**config.mk**
```make
export PLATFORM = sky130hd
export DESIGN_NAME = bldc_commutation_timing_update_unit
export DESIGN_NICKNAME = d
export VERILOG_FILES = /design/src/sv/bctu_pkg.sv /design/src/sv/bldc_commutation_timing_update_unit.sv
export SDC_FILE = /design/constraint.sdc
export NUM_CORES = 1
export LEC_CHECK = 0
export BUFFER_PORTS_ARGS = -buffer_cell sky130_fd_sc_hd__buf_2
export CELL_PAD_IN_SITES_DETAIL_PLACEMENT = 1
export CELL_PAD_IN_SITES_GLOBAL_PLACEMENT = 2
export CORE_AREA = 2 2 269 271
export DETAILED_ROUTE_END_ITERATION = 8
export DIE_AREA = 0 0 271 273
export PLACE_DENSITY = 0.93
export SETUP_SLACK_MARGIN = 0.5
export SYNTH_ARGS = -nofsm -noshare
export SYNTH_HDL_FRONTEND = slang
export SYNTH_SLANG_ARGS = --single-unit
```
**constraint.sdc**
```tcl
create_clock -name clk -period 17.4 [get_ports clk]
set_clock_uncertainty 0.15 [all_clocks]
set_input_delay 3.48 -clock clk [delete_from_list [all_inputs] [get_ports clk]]
set_output_delay 3.48 -clock clk [all_outputs]
set_load 0.02 [all_outputs]
```
**src/sv/bctu_pkg.sv**
```systemverilog
// Shared types and constants for the BLDC commutation timing update unit.
`default_nettype none

package bctu_pkg;

  // Field widths
  localparam int unsigned ZC_W     = 16;
  localparam int unsigned PERIOD_W = 16;
  localparam int unsigned ERR_W    = 17;
  localparam int unsigned SPEED_W  = 32;
  localparam int unsigned GAIN_W   = 8;
  localparam int unsigned STALL_W  = 16;
  localparam int unsigned CFG_W    = 32;
  localparam int unsigned CFG_IDX_W = 3;

  // Stream payload widths, padded to whole bytes
  localparam int unsigned S_TDATA_W = 24;
  localparam int unsigned M_TDATA_W = 136;

  // Arithmetic widths
  localparam int unsigned PROD_W = 25;  // signed error times 8-bit gain
  localparam int unsigned FACC_W = 41;  // two weighted 32-bit speeds
  localparam int unsigned DREM_W = 16;  // divider remainder, divisor is at most 16 bits
  localparam int unsigned CNT_W  = 6;

  // Step counts of the serial units
  localparam int unsigned MUL_STEPS    = GAIN_W;
  localparam int unsigned DIV_SPD_STEPS = SPEED_W;
  localparam int unsigned DIV_FLT_STEPS = FACC_W;

  // Constants of the control law
  localparam logic [PERIOD_W-1:0] PERIOD_MAX  = 16'hFFFF;
  localparam logic [STALL_W-1:0]  STALL_MAX   = 16'hFFFF;
  localparam logic [STALL_W-1:0]  STALL_LIMIT = 16'd2;
  localparam logic [STALL_W-1:0]  STALL_DROP  = 16'd3;
  localparam logic [3:0]          MARGIN_UNIT = 4'd10;
  localparam logic [4:0]          GAIN_ROUND  = 5'd31;   // gain scale is 1/32

  // Configuration register indexes
  localparam logic [CFG_IDX_W-1:0] REG_DECEL_GAIN   = 3'd0;
  localparam logic [CFG_IDX_W-1:0] REG_ACCEL_GAIN   = 3'd1;
  localparam logic [CFG_IDX_W-1:0] REG_SPEED_CONST  = 3'd2;
  localparam logic [CFG_IDX_W-1:0] REG_WEIGHT_NEW   = 3'd3;
  localparam logic [CFG_IDX_W-1:0] REG_WEIGHT_OLD   = 3'd4;
  localparam logic [CFG_IDX_W-1:0] REG_MAX_SPEED    = 3'd5;
  localparam logic [CFG_IDX_W-1:0] REG_STALL_MARGIN = 3'd6;

  // Sequencer states
  typedef enum logic [2:0] {
    ST_IDLE,
    ST_MUL,
    ST_CORR,
    ST_DIV_SPD,
    ST_FILT,
    ST_DIV_FLT,
    ST_WRITE
  } state_t;

endpackage

`default_nettype wire

```
**src/sv/bldc_commutation_timing_update_unit.sv**
```systemverilog
// Top level: sensorless BLDC commutation period correction, speed and stall logic.
// One item in flight: the next beat is taken once the result sits in the output
//   register (it may still wait there for the sink).
// The work is set by the shared bit-serial divider (32 + 41 steps, the second divide
//   skipped when both filter weights are 0) and two 8-step shift-add multipliers.
// Reset (rst, synchronous): registers to defaults, period 65535, speed filter and stall 0.
`default_nettype none

module bldc_commutation_timing_update_unit
  import bctu_pkg::*;
(
  input  wire logic                 clk,
  input  wire logic                 rst,
  // input stream
  input  wire logic                 s_axis_tvalid,
  output logic                      s_axis_tready,
  input  wire logic [S_TDATA_W-1:0] s_axis_tdata,   // [15:0] zc_time, [16] is_running
  // result stream
  output logic                      m_axis_tvalid,
  input  wire logic                 m_axis_tready,
  output logic [M_TDATA_W-1:0]      m_axis_tdata,   // [15:0] match_time, [31:16] next_period,
                                                    // [48:32] crossing_error, [80:49] speed,
                                                    // [112:81] filtered_speed,
                                                    // [128:113] stall_level, [129] stop
  // configuration
  input  wire logic                 cfg_we,
  input  wire logic [CFG_IDX_W-1:0] cfg_index,
  input  wire logic [CFG_W-1:0]     cfg_data
);

  // Configuration registers
  logic [GAIN_W-1:0]  decel_gain;
  logic [GAIN_W-1:0]  accel_gain;
  logic [SPEED_W-1:0] speed_constant;
  logic [GAIN_W-1:0]  filter_weight_new;
  logic [GAIN_W-1:0]  filter_weight_old;
  logic [SPEED_W-1:0] max_speed;
  logic [GAIN_W-1:0]  stall_margin;

  // Controller state carried across events
  logic [PERIOD_W-1:0] period;
  logic [SPEED_W-1:0]  smoothed_speed;
  logic [STALL_W-1:0]  stall_counter;

  // Sequencer
  state_t           state, state_next;
  logic [CNT_W-1:0] cnt;
  logic             in_fire;
  logic             out_load;
  logic             last_step;

  // Per-item working registers
  logic [ERR_W-1:0]    err;
  logic                running;
  logic [PERIOD_W-1:0] match;
  logic [GAIN_W-1:0]   gain_sr;
  logic [PROD_W-1:0]   prod;
  logic [PERIOD_W-1:0] np;
  logic [SPEED_W-1:0]  spd;
  logic [GAIN_W-1:0]   wa_sr;
  logic [GAIN_W-1:0]   wb_sr;
  logic [FACC_W-1:0]   facc;
  logic [SPEED_W-1:0]  filt;

  // Shared restoring divider
  logic [DREM_W-1:0]   div_rem;
  logic [FACC_W-1:0]   div_dq;       // dividend shifts out the top, quotient in the bottom
  logic [DREM_W-1:0]   div_den;
  logic [DREM_W+1:0]   div_trial;
  logic [DREM_W-1:0]   div_rem_next;
  logic [FACC_W-1:0]   div_dq_next;

  // Combinational helpers
  logic [ERR_W-1:0]    err_in;
  logic [PROD_W-1:0]   prod_next;
  logic [PROD_W-1:0]   prod_adj;
  logic [PROD_W-1:0]   corr;
  logic [PROD_W-1:0]   np_sum;
  logic [PERIOD_W-1:0] np_clamped;
  logic [FACC_W-1:0]   facc_next;
  logic [GAIN_W:0]     wsum;
  logic [SPEED_W:0]    limit;
  logic                over;
  logic [STALL_W-1:0]  stall_upd;
  logic                stop;

  assign in_fire   = s_axis_tvalid && s_axis_tready;
  assign last_step = (cnt == '0);

  // Error against half the period in force
  assign err_in = {1'b0, s_axis_tdata[ZC_W-1:0]} - {2'b00, period[PERIOD_W-1:1]};

  // Shift-add multiply of the error by the gain, MSB of the gain first
  assign prod_next = {prod[PROD_W-2:0], 1'b0}
                   + (gain_sr[GAIN_W-1] ? {{(PROD_W-ERR_W){err[ERR_W-1]}}, err} : '0);

  // Divide by 32 truncating toward zero, add to period, clamp to 1..65535
  assign prod_adj = prod[PROD_W-1] ? (prod + PROD_W'(GAIN_ROUND)) : prod;
  assign corr     = {{5{prod_adj[PROD_W-1]}}, prod_adj[PROD_W-1:5]};
  assign np_sum   = {{(PROD_W-PERIOD_W){1'b0}}, period} + corr;

  always_comb begin
    if (np_sum[PROD_W-1] || (np_sum == '0)) begin
      np_clamped = PERIOD_W'(1);
    end else if (|np_sum[PROD_W-2:PERIOD_W]) begin
      np_clamped = PERIOD_MAX;
    end else begin
      np_clamped = np_sum[PERIOD_W-1:0];
    end
  end

  // One restoring divide step
  assign div_trial = {1'b0, div_rem, div_dq[FACC_W-1]} - {2'b00, div_den};
  always_comb begin
    if (!div_trial[DREM_W+1]) begin
      div_rem_next = div_trial[DREM_W-1:0];
      div_dq_next  = {div_dq[FACC_W-2:0], 1'b1};
    end else begin
      div_rem_next = {div_rem[DREM_W-2:0], div_dq[FACC_W-1]};
      div_dq_next  = {div_dq[FACC_W-2:0], 1'b0};
    end
  end

  // Serial weighted sum A*speed + B*old, weight MSB first
  assign facc_next = {facc[FACC_W-2:0], 1'b0}
                   + (wa_sr[GAIN_W-1] ? {{(FACC_W-SPEED_W){1'b0}}, spd} : '0)
                   + (wb_sr[GAIN_W-1] ? {{(FACC_W-SPEED_W){1'b0}}, smoothed_speed} : '0);
  assign wsum = {1'b0, filter_weight_new} + {1'b0, filter_weight_old};

  // Stall counter update and stop decision
  assign limit = {1'b0, max_speed} + ((SPEED_W+1)'(stall_margin) * (SPEED_W+1)'(MARGIN_UNIT));
  assign over  = ({1'b0, filt} > limit);

  always_comb begin
    if (over) begin
      stall_upd = (stall_counter != STALL_MAX) ? stall_counter + 1'b1 : stall_counter;
    end else begin
      stall_upd = (stall_counter > STALL_DROP) ? stall_counter - STALL_DROP : '0;
    end
  end
  assign stop = (stall_upd > STALL_LIMIT) && running;

  // Next-state logic
  always_comb begin
    state_next = state;
    case (state)
      ST_IDLE:    if (in_fire) state_next = ST_MUL;
      ST_MUL:     if (last_step) state_next = ST_CORR;
      ST_CORR:    state_next = ST_DIV_SPD;
      ST_DIV_SPD: if (last_step) state_next = ST_FILT;
      ST_FILT: begin
        if (last_step) state_next = (wsum == '0) ? ST_WRITE : ST_DIV_FLT;
      end
      ST_DIV_FLT: if (last_step) state_next = ST_WRITE;
      ST_WRITE:   if (out_load) state_next = ST_IDLE;
      default:    state_next = ST_IDLE;
    endcase
  end

  // Sequencer outputs
  always_comb begin
    s_axis_tready = 1'b0;
    out_load      = 1'b0;
    case (state)
      ST_IDLE:  s_axis_tready = 1'b1;
      ST_WRITE: out_load      = !m_axis_tvalid || m_axis_tready;
      default: begin
        s_axis_tready = 1'b0;
        out_load      = 1'b0;
      end
    endcase
  end

  // Control registers: state, configuration, controller state, output valid
  always_ff @(posedge clk) begin
    if (rst) begin
      state             <= ST_IDLE;
      decel_gain        <= 8'd8;
      accel_gain        <= 8'd8;
      speed_constant    <= '0;
      filter_weight_new <= 8'd1;
      filter_weight_old <= 8'd3;
      max_speed         <= '0;
      stall_margin      <= '0;
      period            <= PERIOD_MAX;
      smoothed_speed    <= '0;
      stall_counter     <= '0;
      m_axis_tvalid     <= 1'b0;
    end else begin
      state <= state_next;

      if (cfg_we) begin
        case (cfg_index)
          REG_DECEL_GAIN:   decel_gain        <= cfg_data[GAIN_W-1:0];
          REG_ACCEL_GAIN:   accel_gain        <= cfg_data[GAIN_W-1:0];
          REG_SPEED_CONST:  speed_constant    <= cfg_data[SPEED_W-1:0];
          REG_WEIGHT_NEW:   filter_weight_new <= cfg_data[GAIN_W-1:0];
          REG_WEIGHT_OLD:   filter_weight_old <= cfg_data[GAIN_W-1:0];
          REG_MAX_SPEED:    max_speed         <= cfg_data[SPEED_W-1:0];
          REG_STALL_MARGIN: stall_margin      <= cfg_data[GAIN_W-1:0];
          default: ;
        endcase
      end

      if (out_load) begin
        period         <= stop ? PERIOD_MAX : np;
        smoothed_speed <= filt;
        stall_counter  <= stop ? '0 : stall_upd;
        m_axis_tvalid  <= 1'b1;
      end else if (m_axis_tready) begin
        m_axis_tvalid  <= 1'b0;
      end
    end
  end

  // Datapath registers
  always_ff @(posedge clk) begin
    case (state)
      ST_IDLE: begin
        err     <= err_in;
        running <= s_axis_tdata[ZC_W];
        match   <= period;
        gain_sr <= err_in[ERR_W-1] ? accel_gain : decel_gain;
        prod    <= '0;
        cnt     <= CNT_W'(MUL_STEPS - 1);
      end
      ST_MUL: begin
        prod    <= prod_next;
        gain_sr <= {gain_sr[GAIN_W-2:0], 1'b0};
        cnt     <= cnt - 1'b1;
      end
      ST_CORR: begin
        np      <= np_clamped;
        div_den <= np_clamped;
        div_rem <= '0;
        div_dq  <= {speed_constant, {(FACC_W-SPEED_W){1'b0}}};
        cnt     <= CNT_W'(DIV_SPD_STEPS - 1);
      end
      ST_DIV_SPD: begin
        div_rem <= div_rem_next;
        div_dq  <= div_dq_next;
        if (last_step) begin
          spd   <= div_dq_next[SPEED_W-1:0];
          wa_sr <= filter_weight_new;
          wb_sr <= filter_weight_old;
          facc  <= '0;
          cnt   <= CNT_W'(MUL_STEPS - 1);
        end else begin
          cnt   <= cnt - 1'b1;
        end
      end
      ST_FILT: begin
        facc  <= facc_next;
        wa_sr <= {wa_sr[GAIN_W-2:0], 1'b0};
        wb_sr <= {wb_sr[GAIN_W-2:0], 1'b0};
        if (last_step) begin
          // both weights zero: the filter holds its value
          filt    <= smoothed_speed;
          div_dq  <= facc_next;
          div_rem <= '0;
          div_den <= {{(DREM_W-GAIN_W-1){1'b0}}, wsum};
          cnt     <= CNT_W'(DIV_FLT_STEPS - 1);
        end else begin
          cnt     <= cnt - 1'b1;
        end
      end
      ST_DIV_FLT: begin
        div_rem <= div_rem_next;
        div_dq  <= div_dq_next;
        cnt     <= cnt - 1'b1;
        if (last_step) filt <= div_dq_next[SPEED_W-1:0];
      end
      ST_WRITE: begin
        if (out_load) begin
          m_axis_tdata <= {6'b0, stop,
                           stop ? {STALL_W{1'b0}} : stall_upd,
                           filt, spd, err,
                           stop ? PERIOD_MAX : np,
                           match};
        end
      end
      default: ;
    endcase
  end

endmodule

`default_nettype wire

```
==> results summary <==
The run finished with clean final reports. Routability-driven placement finished with a final weighted congestion of 0.899. Registers take 0.0158 mm². The die area came out at 0.0740 mm². The startpoint identified for the worst hold timing path is match[13]$_DFFE_PP_. The detailed-route via count came out at between 20000 and 25000. Post-CTS timing repair inserted 0 buffers for setup. The count of clock tree sinks came out at 584. The critical path data required time came out at 17780 ps. The post-synthesis cell count is 2995. STA classifies the critical path startpoint as a flop. The clock tree root buffer cell is sky130_fd_sc_hd__clkbuf_16.

The sum of internal, switching and leakage power is 3300 µW. The type of destination of the critical path is a flop. The cell area after technology mapping came out at 0.0310 mm². The worst hold path terminates at m_axis_tdata[13]$_DFFE_PP_. Once routing completed, OpenROAD measured the worst setup slack at 9700 ps.

The proportion of netlist area held by the largest area contributor came out at between 30% and 40%. The fraction of met3 tracks used by global routing is around 3.2%. The leakage power figure is 0.0138 µW. The number of clock buffers added by TritonCTS is 67. The count of buffers inserted at the top-level ports is 188.

The share of final-layout standard cells stronger than drive strength 1 is 13.3%. The count of cells resized by post-cts repair came out at 0. The count of fill cells added during filler insertion is 7832.

Setup violations remaining at the end of the flow were counted as 0. The length of the first detailed-routing pass in iterations is 5. The worst IR drop on VDD came out at 0.0818 mV. In the synthesized netlist the dominant register cell turns out to be sky130_fd_sc_hd__edfxtp_1. The count of distinct cell types in the synthesized netlist came out at 86. Setup repair after global routing left no endpoint under its margin. The endpoint identified for the worst register-to-register timing path is period[5]$_SDFFE_PP1P_.

The startpoint identified for the worst register-to-register timing path is stall_margin[1]$_SDFFE_PP0P_. The setup slack of the most critical reg-to-reg path is just under 10000 ps. The data arrival time at the worst-slack endpoint is 8080 ps.

The worst-case reg-to-reg path depth is 27. The initial antenna violation count came out at 2. The worst hold path belongs to the class reg2reg. The final hold violation count is 0. The average cell area after synthesis is a little over 10 µm². The maximum fanout along the worst path came out at 27. The clock input transition at the sequential cells of the worst setup and hold paths came out at 60 ps. The final period demand of the worst path is 7700 ps. The effective utilization at floorplan is 43.7%.

Global routing finished with a remaining overflow of 0. The net count of the finished layout is 3435. The final worst-path cycle share came out at 44.3%. The slew at the pin with the worst max-slew slack came out at 1110 ps. The highest-utilization routing layer at the global route stage is met2. The number of slew-limit violations in the final report is 0.

The HPWL reported at the end of detailed placement is 65.7 mm. The number of flops mapped to enable cells by yosys came out at 412. After synthesis, the share of flip-flops with an asynchronous set or reset is 0%.

The core region is 0.0710 mm². The remaining number of nets flagged by the antenna check after routing is 0. The met2 routing resource usage after global routing came out at 42.9%. The number of buffers inserted by hold repair at cts came out at 0. The first-pass GRT wire length is 147 mm. The worst-skew pair later-pin latency is 620 ps. The total routing usage reported by global routing is between 20% and 30%. By area the synthesized netlist is led by sky130_fd_sc_hd__edfxtp_1 (40%), sky130_fd_sc_hd__dfxtp_1 (11%), sky130_fd_sc_hd__ha_1 (6.8%). The synthesized design spends more area on one cell type than any other, namely sky130_fd_sc_hd__edfxtp_1. The highest clock rate is around 0.13 GHz. TritonCTS built the clock tree. The multi-input combinational cells in the finished layout cover a total of 0.0144 mm².

The power per unit of standard cell area came out at approximately 94 mW/mm². The sequential-to-total area share from yosys stat came out at 51.0%. For this block, the routed nets add up to 93.2 mm of wire. The top-level port count came out at around 200. The via count of the first global-routing pass is 25700. The met1 track demand over resource in global routing is around a third. The flip-flop and latch count after synthesis came out at 584.

Adding up every negative setup slack in the final design gives 0 ps. The number of violations reported at the end of detailed-routing iteration 0 is between 1500 and 2000. The start-to-end type of the worst setup path is reg2reg. The number of cells on the worst hold path came out at 0. The number of warnings printed during yosys synthesis came out at 0. The placement-stage worst setup slack came out at 9710 ps. The number of maximum-capacitance constraint violations is 0. For this run, design rule violations remaining after detail routing come to 0.

The routed length per instance came out at 22.4 µm. The vertical die dimension came out at 273 µm. The post-detailed-route via-to-cell ratio came out at 5.77. Entering global routing, the biggest net connects 86 pins. The post-synthesis to final-layout area growth came out at 13.7%. CTS built an H-tree with a depth of 3.

No sink is reached through more buffers than the 3 on the longest clock path. The floorplan has 98 rows. The floorplan die width is roughly 270 µm.

The worst pin sits at a relative slew slack of 25.5%.
per-stage QoR:
stage / instances / util [%] / instance area, µm² / hold WS, ps
after floorplan: 3000 / - / 31000 / 250
after global placement: 4044 / 46.4 / 32900 / 255
after detailed placement: 4044 / 46.4 / 32900 / 255
after CTS: 4167 / 49.7 / 35300 / 270
after global routing: 4167 / 49.7 / 35300 / 279
final: 4168 / 49.7 / 35300 / 272
worst max path at each step:
stage / start / endpoint / slack [ps] / depth (start not counted)
floorplan: m_axis_tready / m_axis_tdata[0]$_DFFE_PP_ / 9050 / 6
global placement: stall_margin[1]$_SDFFE_PP0P_ / period[2]$_SDFFE_PP1P_ / 9930 / 27
detailed placement: stall_margin[1]$_SDFFE_PP0P_ / period[5]$_SDFFE_PP1P_ / 9710 / 27
CTS: stall_margin[1]$_SDFFE_PP0P_ / period[5]$_SDFFE_PP1P_ / 9670 / 27
global route: stall_margin[1]$_SDFFE_PP0P_ / period[3]$_SDFFE_PP1P_ / 9250 / 27
finish: stall_margin[1]$_SDFFE_PP0P_ / period[5]$_SDFFE_PP1P_ / 9700 / 27
layout make-up:
cell class	count	share of cell area [%]
sequential	584	44.8
tap	950	3.37
inverter	88	0.951
clock buffer	89	5.46
clock inverter	34	1.15
timing repair buffer	219	3.33
multi-input combinational	2203	40.9
antenna	1	0.00710
placed cells by master, fill, tap and decap left out, drive strengths merged, types with 11 or more instances in the layout:
master	instances
edfxtp	412
clkbuf	89
o211ai	17
a21o	45
a211oi	20
or3	13
nor4	16
xnor2	88
o31ai	16
inv	92
nand2b	25
mux2	34
clkinv	20
a31oi	23
a2bb2oi	16
o21ai	109
nor2b	31
mux2i	21
nor3	64
nor2	188
a211o	11
and2	105
nor3b	13
ha	169
nand2	464
nand3	52
xor2	54
or2	32
and3	42
o21bai	14
a21oi	281
nand3b	18
o22ai	14
fa	39
nand4	28
buf	219
o21a	32
dfxtp	172
or4	13
per-layer routing:
metal,up-vias,part of all wire (%)
met5,-,0.026
met4,4,2.4
met3,155,4.9
met2,628,49
met1,12100,44
li1,11100,-
cell usage after synthesis (54+ instances only):
| master | count |
|---|---|
| sky130_fd_sc_hd__clkbuf_1 | 101 |
| sky130_fd_sc_hd__ha_1 | 169 |
| sky130_fd_sc_hd__xor2_1 | 54 |
| sky130_fd_sc_hd__xnor2_1 | 87 |
| sky130_fd_sc_hd__inv_1 | 87 |
| sky130_fd_sc_hd__nor2_1 | 187 |
| sky130_fd_sc_hd__nor3_1 | 64 |
| sky130_fd_sc_hd__nand2_1 | 464 |
| sky130_fd_sc_hd__edfxtp_1 | 412 |
| sky130_fd_sc_hd__and2_1 | 105 |
| sky130_fd_sc_hd__o21ai_0 | 101 |
| sky130_fd_sc_hd__dfxtp_1 | 172 |
| sky130_fd_sc_hd__a21oi_1 | 280 |
flip-flops by register name, summed over array words and instances, names as in the netlist, 17 cells and up:
signal	cells
max_speed	32
spd	32
div_dq	41
smoothed_speed	32
prod	25
facc	40
m_axis_tdata	130
err	17
filt	32
speed_constant	32
worst max-delay path: stages (launching register included):
cell and delay, ps:
sky130_fd_sc_hd__dfxtp_1 430, sky130_fd_sc_hd__ha_1 280, sky130_fd_sc_hd__ha_1 230, sky130_fd_sc_hd__fa_1 410, sky130_fd_sc_hd__a21oi_1 170, sky130_fd_sc_hd__nor2_1 50
sky130_fd_sc_hd__nor2_1 160, sky130_fd_sc_hd__o21bai_1 90, sky130_fd_sc_hd__a21oi_1 190, sky130_fd_sc_hd__xnor2_1 140, sky130_fd_sc_hd__ha_1 300, sky130_fd_sc_hd__and3_1 240
sky130_fd_sc_hd__a221o_1 390, sky130_fd_sc_hd__a22o_1 350, sky130_fd_sc_hd__nand2_1 130, sky130_fd_sc_hd__xor2_1 90, sky130_fd_sc_hd__ha_1 320, sky130_fd_sc_hd__and4_1 310
sky130_fd_sc_hd__nor4b_1 540, sky130_fd_sc_hd__nand2_1 130, sky130_fd_sc_hd__a31oi_1 180, sky130_fd_sc_hd__o31ai_1 150, sky130_fd_sc_hd__buf_4 210, sky130_fd_sc_hd__nor2_2 100
sky130_fd_sc_hd__buf_4 310, sky130_fd_sc_hd__mux2i_4 750, sky130_fd_sc_hd__nand2b_4 540, sky130_fd_sc_hd__a2bb2oi_1 210
cell families (layout without fill, tap and decap cells):
family | after synthesis | count (layout) | synth area share [%]
xor+xnor | 142 | 142 | 4.03
compound gates | 673 | 673 | 13.7
fa+ha+maj | 208 | 208 | 9.33
buf+inv | 213 | 430 | 2.77
other cells | 1 | 7 | 0.0121
flops | 584 | 584 | 51.0
simple gates | 1119 | 1119 | 17.3
mux | 55 | 55 | 1.95
where the power goes:
| group | switching [µW] | internal [µW] |
|---|---|---|
| Sequential | 29.4 | 1520 |
| Combinational | 166 | 79.0 |
| Clock | 610 | 893 |
| Total | 806 | 2490 |
Power figures use the tool's default switching activity.
